`src/rtl/gcr_pkg.sv`:
```
// Shared types and constants for the graph cycle and reachability engine.
// No dependencies; imported by every module of the block.
package gcr_pkg;

  localparam int NODES_DEF = 64;
  localparam int NODE_W    = 6;
  localparam int FUNC_W    = 2;

  localparam logic [FUNC_W-1:0] FUNC_ADD   = 2'd0;
  localparam logic [FUNC_W-1:0] FUNC_REACH = 2'd1;
  localparam logic [FUNC_W-1:0] FUNC_CYCLE = 2'd2;

  typedef struct packed {
    logic [FUNC_W-1:0] func;
    logic [NODE_W-1:0] node_a;
    logic [NODE_W-1:0] node_b;
  } req_t;

  typedef struct packed {
    logic ready;
    logic valid;
    logic answer;
  } status_t;

endpackage

```
`src/rtl/gcr_first_free.sv`:
```
// Lowest set bit of (row & ~excl): isolate with one wide add, then encode.
// Depends on gcr_pkg.
module gcr_first_free import gcr_pkg::*; #(
  parameter int NODES = NODES_DEF
) (
  input  logic [NODES-1:0]         row_i,
  input  logic [NODES-1:0]         excl_i,
  output logic                     found_o,
  output logic [$clog2(NODES)-1:0] index_o
);

  localparam int IDX_W = $clog2(NODES);

  logic [NODES-1:0] cand;
  logic [NODES-1:0] iso;

  assign cand    = row_i & ~excl_i;
  assign iso     = cand & (~cand + NODES'(1));
  assign found_o = |cand;

  always_comb begin
    index_o = '0;
    for (int k = 0; k < IDX_W; k++) begin
      for (int i = 0; i < NODES; i++) begin
        if (i[k]) begin
          index_o[k] = index_o[k] | iso[i];
        end
      end
    end
  end

endmodule

```
`src/rtl/gcr_dfs_core.sv`:
```
// Search sequencer: adjacency memory, explicit stack, visit and path marks.
// Depends on gcr_pkg and gcr_first_free.
module gcr_dfs_core import gcr_pkg::*; #(
  parameter int NODES = NODES_DEF
) (
  input  logic    clk_i,
  input  logic    rst_ni,
  input  logic    start_i,
  input  req_t    req_i,
  input  logic    rsp_ack_i,
  output status_t status_o
);

  localparam int IDX_W = $clog2(NODES);
  localparam int DEP_W = $clog2(NODES + 1);
  localparam logic [NODES-1:0] ONE = NODES'(1);

  typedef enum logic [3:0] {
    S_CLR, S_IDLE, S_ADD_WR, S_EVAL, S_LOAD, S_CSCAN, S_CCHK, S_RESP
  } state_e;

  state_e              state_q, state_d;
  logic [FUNC_W-1:0]   func_q, func_d;
  logic [IDX_W-1:0]    a_q, a_d;
  logic [IDX_W-1:0]    b_q, b_d;
  logic [IDX_W-1:0]    cur_q, cur_d;
  logic [IDX_W-1:0]    s_q, s_d;
  logic [DEP_W-1:0]    depth_q, depth_d;
  logic [NODES-1:0]    visited_q, visited_d;
  logic [NODES-1:0]    onpath_q, onpath_d;
  logic                ans_q, ans_d;

  logic [NODES-1:0]    adj_mem [NODES];
  logic [NODES-1:0]    adj_rd_q;
  logic                adj_we;
  logic [IDX_W-1:0]    adj_addr;
  logic [NODES-1:0]    adj_wdata;

  logic [IDX_W-1:0]    stk_mem [NODES];
  logic [IDX_W-1:0]    stk_rd_q;
  logic                stk_we;
  logic [IDX_W-1:0]    stk_addr;
  logic [IDX_W-1:0]    stk_wdata;

  logic                ff_found;
  logic [IDX_W-1:0]    ff_index;
  logic [IDX_W-1:0]    req_a;
  logic [IDX_W-1:0]    req_b;
  logic                a_ok;
  logic                b_ok;

  gcr_first_free #(.NODES(NODES)) u_ff (
    .row_i   (adj_rd_q),
    .excl_i  (visited_q),
    .found_o (ff_found),
    .index_o (ff_index)
  );

  assign req_a = IDX_W'(req_i.node_a);
  assign req_b = IDX_W'(req_i.node_b);
  assign a_ok  = int'(req_i.node_a) < NODES;
  assign b_ok  = int'(req_i.node_b) < NODES;

  always_comb begin
    state_d   = state_q;
    func_d    = func_q;
    a_d       = a_q;
    b_d       = b_q;
    cur_d     = cur_q;
    s_d       = s_q;
    depth_d   = depth_q;
    visited_d = visited_q;
    onpath_d  = onpath_q;
    ans_d     = ans_q;
    adj_we    = 1'b0;
    adj_addr  = cur_q;
    adj_wdata = adj_rd_q | (ONE << b_q);
    stk_we    = 1'b0;
    stk_addr  = depth_q[IDX_W-1:0];
    stk_wdata = ff_index;

    case (state_q)
      S_CLR: begin
        adj_we    = 1'b1;
        adj_addr  = s_q;
        adj_wdata = '0;
        s_d       = s_q + IDX_W'(1);
        if (s_q == IDX_W'(NODES - 1)) begin
          s_d     = '0;
          state_d = S_IDLE;
        end
      end
      S_IDLE: begin
        if (start_i) begin
          func_d = req_i.func;
          a_d    = req_a;
          b_d    = req_b;
          case (req_i.func)
            FUNC_ADD: begin
              if (req_i.node_a != req_i.node_b && a_ok && b_ok) begin
                adj_addr = req_a;
                state_d  = S_ADD_WR;
              end else begin
                ans_d   = 1'b0;
                state_d = S_RESP;
              end
            end
            FUNC_REACH: begin
              if (req_i.node_a == req_i.node_b) begin
                ans_d   = 1'b1;
                state_d = S_RESP;
              end else if (!(a_ok && b_ok)) begin
                ans_d   = 1'b0;
                state_d = S_RESP;
              end else begin
                // clear marks and push the start vertex
                visited_d = ONE << req_a;
                onpath_d  = ONE << req_a;
                stk_we    = 1'b1;
                stk_addr  = '0;
                stk_wdata = req_a;
                depth_d   = DEP_W'(1);
                cur_d     = req_a;
                adj_addr  = req_a;
                state_d   = S_EVAL;
              end
            end
            FUNC_CYCLE: begin
              visited_d = '0;
              onpath_d  = '0;
              depth_d   = '0;
              s_d       = '0;
              state_d   = S_CSCAN;
            end
            default: begin
              ans_d   = 1'b0;
              state_d = S_RESP;
            end
          endcase
        end
      end
      S_ADD_WR: begin
        adj_we    = 1'b1;
        adj_addr  = a_q;
        ans_d     = 1'b1;
        state_d   = S_RESP;
      end
      S_CSCAN: begin
        adj_addr = s_q;
        state_d  = S_CCHK;
      end
      S_CCHK: begin
        // keep row s in the read register for the first evaluation
        adj_addr = s_q;
        if ((|adj_rd_q) && !visited_q[s_q]) begin
          visited_d[s_q] = 1'b1;
          onpath_d[s_q]  = 1'b1;
          stk_we         = 1'b1;
          stk_addr       = '0;
          stk_wdata      = s_q;
          depth_d        = DEP_W'(1);
          cur_d          = s_q;
          state_d        = S_EVAL;
        end else if (s_q == IDX_W'(NODES - 1)) begin
          ans_d   = 1'b0;
          state_d = S_RESP;
        end else begin
          s_d     = s_q + IDX_W'(1);
          state_d = S_CSCAN;
        end
      end
      S_EVAL: begin
        if (func_q == FUNC_REACH && cur_q == b_q) begin
          ans_d   = 1'b1;
          state_d = S_RESP;
        end else if (func_q == FUNC_CYCLE && (|(adj_rd_q & onpath_q))) begin
          // back edge to a vertex on the current path
          ans_d   = 1'b1;
          state_d = S_RESP;
        end else if (ff_found) begin
          visited_d[ff_index] = 1'b1;
          onpath_d[ff_index]  = 1'b1;
          stk_we              = 1'b1;
          depth_d             = depth_q + DEP_W'(1);
          cur_d               = ff_index;
          adj_addr            = ff_index;
        end else begin
          onpath_d[cur_q] = 1'b0;
          depth_d         = depth_q - DEP_W'(1);
          if (depth_q == DEP_W'(1)) begin
            if (func_q == FUNC_CYCLE && s_q != IDX_W'(NODES - 1)) begin
              s_d     = s_q + IDX_W'(1);
              state_d = S_CSCAN;
            end else begin
              ans_d   = 1'b0;
              state_d = S_RESP;
            end
          end else begin
            // fetch the new top of stack
            stk_addr = IDX_W'(depth_q - DEP_W'(2));
            state_d  = S_LOAD;
          end
        end
      end
      S_LOAD: begin
        cur_d    = stk_rd_q;
        adj_addr = stk_rd_q;
        state_d  = S_EVAL;
      end
      S_RESP: begin
        if (rsp_ack_i) begin
          state_d = S_IDLE;
        end
      end
      default: begin
        state_d = S_IDLE;
      end
    endcase
  end

  always_ff @(posedge clk_i or negedge rst_ni) begin
    if (!rst_ni) begin
      state_q   <= S_CLR;
      func_q    <= FUNC_ADD;
      a_q       <= '0;
      b_q       <= '0;
      cur_q     <= '0;
      s_q       <= '0;
      depth_q   <= '0;
      visited_q <= '0;
      onpath_q  <= '0;
      ans_q     <= 1'b0;
    end else begin
      state_q   <= state_d;
      func_q    <= func_d;
      a_q       <= a_d;
      b_q       <= b_d;
      cur_q     <= cur_d;
      s_q       <= s_d;
      depth_q   <= depth_d;
      visited_q <= visited_d;
      onpath_q  <= onpath_d;
      ans_q     <= ans_d;
    end
  end

  always_ff @(posedge clk_i) begin
    if (adj_we) begin
      adj_mem[adj_addr] <= adj_wdata;
    end
    adj_rd_q <= adj_mem[adj_addr];
  end

  always_ff @(posedge clk_i) begin
    if (stk_we) begin
      stk_mem[stk_addr] <= stk_wdata;
    end
    stk_rd_q <= stk_mem[stk_addr];
  end

  assign status_o.ready  = (state_q == S_IDLE);
  assign status_o.valid  = (state_q == S_RESP);
  assign status_o.answer = ans_q;

  a_depth_bound: assert property (@(posedge clk_i) disable iff (!rst_ni)
    depth_q <= DEP_W'(NODES))
    else $error("stack depth beyond vertex count");

  a_path_in_visited: assert property (@(posedge clk_i) disable iff (!rst_ni)
    (onpath_q & ~visited_q) == '0)
    else $error("path mark on unvisited vertex");

  a_top_on_path: assert property (@(posedge clk_i) disable iff (!rst_ni)
    state_q == S_EVAL |-> onpath_q[cur_q] && depth_q != '0)
    else $error("evaluated vertex not on path");

  a_push_grows: assert property (@(posedge clk_i) disable iff (!rst_ni)
    state_q == S_EVAL && stk_we |=> depth_q == $past(depth_q) + DEP_W'(1))
    else $error("push did not grow the stack");

endmodule

```
`src/rtl/graph_cycle_and_reach_engine.sv`:
```
// Top level of the graph cycle and reachability engine: handshakes and result register.
// Depends on gcr_pkg and gcr_dfs_core.
//
//   channel  direction  signals                              accepted when
//   in       to block   in_valid_i, in_stall_o, func_i,      in_valid_i && !in_stall_o
//                       node_a_i, node_b_i
//   out      from block out_valid_o, out_stall_i, answer_o   out_valid_o && !out_stall_i
//
// After reset the adjacency memory is cleared one row a cycle; no requests are taken meanwhile.
// A valid add edge reads and rewrites one row. Search time of reachability and cycle queries
// is set by the single-port adjacency memory (one row read per step) and the stack read on
// each pop.
// One request is in work at a time; a result waits in the output register while the next
// request is taken; the search holds in its result state while a full register is stalled.
module graph_cycle_and_reach_engine import gcr_pkg::*; #(
  parameter int NODES = NODES_DEF
) (
  input  logic              clk_i,
  input  logic              rst_ni,
  input  logic              in_valid_i,
  output logic              in_stall_o,
  input  logic [FUNC_W-1:0] func_i,
  input  logic [NODE_W-1:0] node_a_i,
  input  logic [NODE_W-1:0] node_b_i,
  output logic              out_valid_o,
  input  logic              out_stall_i,
  output logic              answer_o
);

  req_t    req;
  status_t status;
  logic    start;
  logic    rsp_ack;
  logic    out_valid_q, out_valid_d;
  logic    answer_q, answer_d;

  assign req.func   = func_i;
  assign req.node_a = node_a_i;
  assign req.node_b = node_b_i;

  assign in_stall_o = !status.ready;
  assign start      = in_valid_i && status.ready;
  // load the result when the output register is empty or being drained
  assign rsp_ack    = status.valid && (!out_valid_q || !out_stall_i);

  gcr_dfs_core #(.NODES(NODES)) u_core (
    .clk_i     (clk_i),
    .rst_ni    (rst_ni),
    .start_i   (start),
    .req_i     (req),
    .rsp_ack_i (rsp_ack),
    .status_o  (status)
  );

  always_comb begin
    out_valid_d = out_valid_q;
    answer_d    = answer_q;
    if (out_valid_q && !out_stall_i) begin
      out_valid_d = 1'b0;
    end
    if (rsp_ack) begin
      out_valid_d = 1'b1;
      answer_d    = status.answer;
    end
  end

  always_ff @(posedge clk_i or negedge rst_ni) begin
    if (!rst_ni) begin
      out_valid_q <= 1'b0;
      answer_q    <= 1'b0;
    end else begin
      out_valid_q <= out_valid_d;
      answer_q    <= answer_d;
    end
  end

  assign out_valid_o = out_valid_q;
  assign answer_o    = answer_q;

endmodule
```
`config.mk`:
```
export PLATFORM = sky130hd
export DESIGN_NAME = graph_cycle_and_reach_engine
export DESIGN_NICKNAME = d
export VERILOG_FILES = /design/src/rtl/gcr_pkg.sv /design/src/rtl/gcr_first_free.sv /design/src/rtl/gcr_dfs_core.sv /design/src/rtl/graph_cycle_and_reach_engine.sv
export SDC_FILE = /design/constraint.sdc
export NUM_CORES = 2
export LEC_CHECK = 0
export BUFFER_PORTS_ARGS = -buffer_cell sky130_fd_sc_hd__buf_2
export CAP_MARGIN = 20
export CORE_MARGIN = 2
export CORE_UTILIZATION = 45
export CTS_CLUSTER_DIAMETER = 40
export DETAILED_ROUTE_END_ITERATION = 7
export PLACE_DENSITY = 0.6
export SLEW_MARGIN = 15
export SYNTH_ARGS = -nofsm -noshare
export SYNTH_HDL_FRONTEND = slang
export SYNTH_MEMORY_MAX_BITS = 65536
export SYNTH_SLANG_ARGS = --single-unit
```
`constraint.sdc`:
```
create_clock -name clk_i -period 20.3 [get_ports clk_i]
set_input_delay 4.06 -clock clk_i [delete_from_list [all_inputs] [get_ports clk_i]]
set_output_delay 4.06 -clock clk_i [all_outputs]
set_load 0.05 [all_outputs]
```
==> results.cfg <==
[synth]
synth.area.top_cells = edfxtp_1 (72%), mux4_2 (12%), a22oi_1 (2.3%), dfrtp_1 (2.2%), nand2_1 (0.98%)
yosysTopAreaCell = edfxtp_1
synth_top_area_share_pct = 72.4
synth_area_mm2 = 0.186
async_flop_share_pct = 3.54
yosysUniqueCellTypes = 114
synthCells = 9638
synth_edf_count = 4480
yosys_warnings = 0
avgSynthCellArea_um2 = 19.3
syn_nets = 9667
synth_seq_cells = 4717
ys_seq_area_share_pct = 75.4
synth_flop_cell = edfxtp_1

[setup_path]
path_cells = buf_2 > inv_1 > ha_1 > o21ai_0 > a21oi_1 > mux2i_1 > o21ai_0 > o22ai_1 > nor2_1 > o31a_2 > buf_4 > buf_4 > buf_4 > buf_12 > buf_4 > mux4_2 > a22oi_1 > nand4_1 > or2_1
worst_r2r_path_depth = 18
arrival_ns = 11.71
setup.worst_path.start = func_i[1]
endpoint = u_core.adj_rd_q[28]
reg2reg_from = u_core.adj_rd_q[30]
end_kind = register
timing.rr.end = u_core.adj_rd_q[28]
worst-endpoint-required_ns = 21.26
cp_common_cell = buf_4
worst_path_max_delay_cell = buf_4
crit_type = in2reg
critPathMaxFanout = 129
cp_slowest_stage_delay_ns = 0.82
r2r_slack_ns = 10.91
cp-start-kind = input port

[global_routing]
track_usage_pct = 29.8
overflow = 0
grt_max_degree = 130
grt_pass1_wl_um = 858000
grt_pass1_vias = 103000
antenna_found_initial = 34

[finish]
layoutNonFillerInstCount = 16000
final_cell_mix = edfxtp_1 (4480), mux4_2 (1030), clkbuf_16 (596)
drive_above_1_share_pct = 25.3
areaGrowthSynthToFinish_pct = 15.9
final_common_cell = edfxtp_1
postLayoutCellArea_mm2 = 0.215
fillCellCount = 32000
nNetsFinal = 10100

[sta]
slew_headroom_pct = 11.6
setup-tns-final_ns = 0
drv_slew = 0
rsz0062_at_grt = false
fmaxAchievable_ghz = 0.0930
hold_violations = 0
post-route-period-util_pct = 53.0
worstMarginPinSlew_ns = 1.33
setup_viol = 0
finClkSkew_ns = 0.0579
min_period_ns = 10.75

[detailed_routing]
vias = 107000
viasPerCell = 6.68
wl_um = 633000
dr.first_iter.drc_count = 17500
wl_per_cell_um = 39.5
drtAntennaViolNets = 0
firstDrtPassIters = 6
drc_errors = 0

[flow_run]
max-cap-violations = 0

[clocking]
ctsHoldBuffers = 0
clock_sinks = 4717
tritoncts = done
htree_levels = 6
worstSkewPairLatency_ns = 1.09
cts_setup_buffers = 0
cts_inserted_buffers = 577
clk_pin_slew_ns = 0.05
cts_resized = 0
clockBufferDepth = 4
root_buffer = clkbuf_16

[pwr]
leakage_nw = 68.4
power_density_mw_per_mm2 = 196
irDropWorstVdd_mv = 0.292

[worst_hold_path]
hold_path.class = reg2reg

[placement]
port-buffer-count = 20
post-dp-hpwl_um = 333000
placed_cells = 14900
gp_congestion = 0.948
post_dp_cell_area_mm2 = 0.194

[die]
start_util_pct = 45.3
dieArea_mm2 = 0.418
row_count = 235
die_x_um = 647
io_pins = 21
fp.dieH_um = 647
coreArea_mm2 = 0.410

[run_status]
status = complete, no violations
## kinds of logic (layout without fill, tap and decap cells)
kind of cell    after synthesis  after routing  share of synthesized area [%]
buf+inv                     582           1514                           1.56
mux                        1093           1093                           12.8
simple gates               1714           1714                           4.58
other cells                   0             17                              0
compound gates             1508           1508                           5.46
xor+xnor                     13             13                         0.0613
flops                      4717           4717                           75.4
fa+ha+maj                    11             11                         0.0741
## per-layer routing
| metal | GRT usage (%) | part of all wire [%] | vias up |
|---|---|---|---|
| met2 | 46.5 | 46 | 7504 |
| met4 | 11.6 | 4.5 | 32 |
| met5 | 0 | 0.037 | - |
| met3 | 7.99 | 12 | 1480 |
| met1 | 40.3 | 37 | 57000 |
| li1 | - | - | 41100 |
## state kept, by name (all words and copies together) (netlist names), 2 cells and up
signal            count
u_core.state_q        3
u_core.depth_q        7
u_core.func_q         2
u_core.s_q            6
u_core.cur_q          6
u_core.adj_mem     4096
u_core.b_q            6
u_core.a_q            6
u_core.visited_q     64
u_core.stk_mem      384
u_core.onpath_q      64
u_core.adj_rd_q      64
u_core.stk_rd_q       6
## cell usage after synthesis, drive strengths merged (78+ instances only)
library cell and n:
nand4 168, mux4 1030, buf 321, nor2 416
clkbuf 238, nand3 187, a21oi 300, a22oi 581
o21ai 271, edfxtp 4480, dfrtp 167, nand2 486
a31oi 78
## critical path, delay by kind of cell
family	cells	cell delay [ns]
mux	2	0.59
fa+ha+maj	1	0.27
compound gates	6	1.91
simple gates	3	0.68
buf+inv	7	3.77
## worst min path at each step
stage / endpoint / depth (start not counted) / slack [ns] / start
after floorplan: u_core.depth_q[6] / 1 / 0.46 / u_core.depth_q[6]
after global placement: u_core.depth_q[6] / 1 / 0.48 / u_core.depth_q[6]
after detailed placement: u_core.depth_q[6] / 1 / 0.50 / u_core.depth_q[6]
after CTS: u_core.depth_q[6] / 1 / 0.51 / u_core.depth_q[6]
after global routing: u_core.depth_q[6] / 1 / 0.53 / u_core.depth_q[6]
final: answer_o / 1 / 0.52 / answer_o
## layout make-up
type / count / area [um^2] / area share, %
Inverter: 23 / 86.3 / 0.0401
Sequential cell: 4717 / 140000 / 65.1
Clock buffer: 690 / 15400 / 7.15
Tap cell: 5451 / 6820 / 3.17
Antenna cell: 17 / 42.5 / 0.0198
Timing Repair Buffer: 427 / 4440 / 2.06
Multi-Input combinational cell: 4339 / 44100 / 20.5
Clock inverter: 374 / 4310 / 2.00
## per-stage QoR
step	total power (W)	setup WS (ns)	hold WS (ns)	utilization (%)
floorplan	0.0260	10.36	0.457	-
global placement	0.0311	8.46	0.482	47.2
detailed placement	0.0313	8.71	0.501	47.3
CTS	0.0418	9.79	0.514	52.1
global route	0.0437	9.46	0.528	52.4
finish	0.0422	9.55	0.516	52.5
## power by group
group / switching (W) / total [W] / internal (W)
clock: 0.00421 / 0.0105 / 0.00631
combinational: 0.0108 / 0.0183 / 0.00747
sequential: 0.000534 / 0.0134 / 0.0129
total: 0.0156 / 0.0422 / 0.0267
No activity file was read; power rests on OpenSTA's default activity.
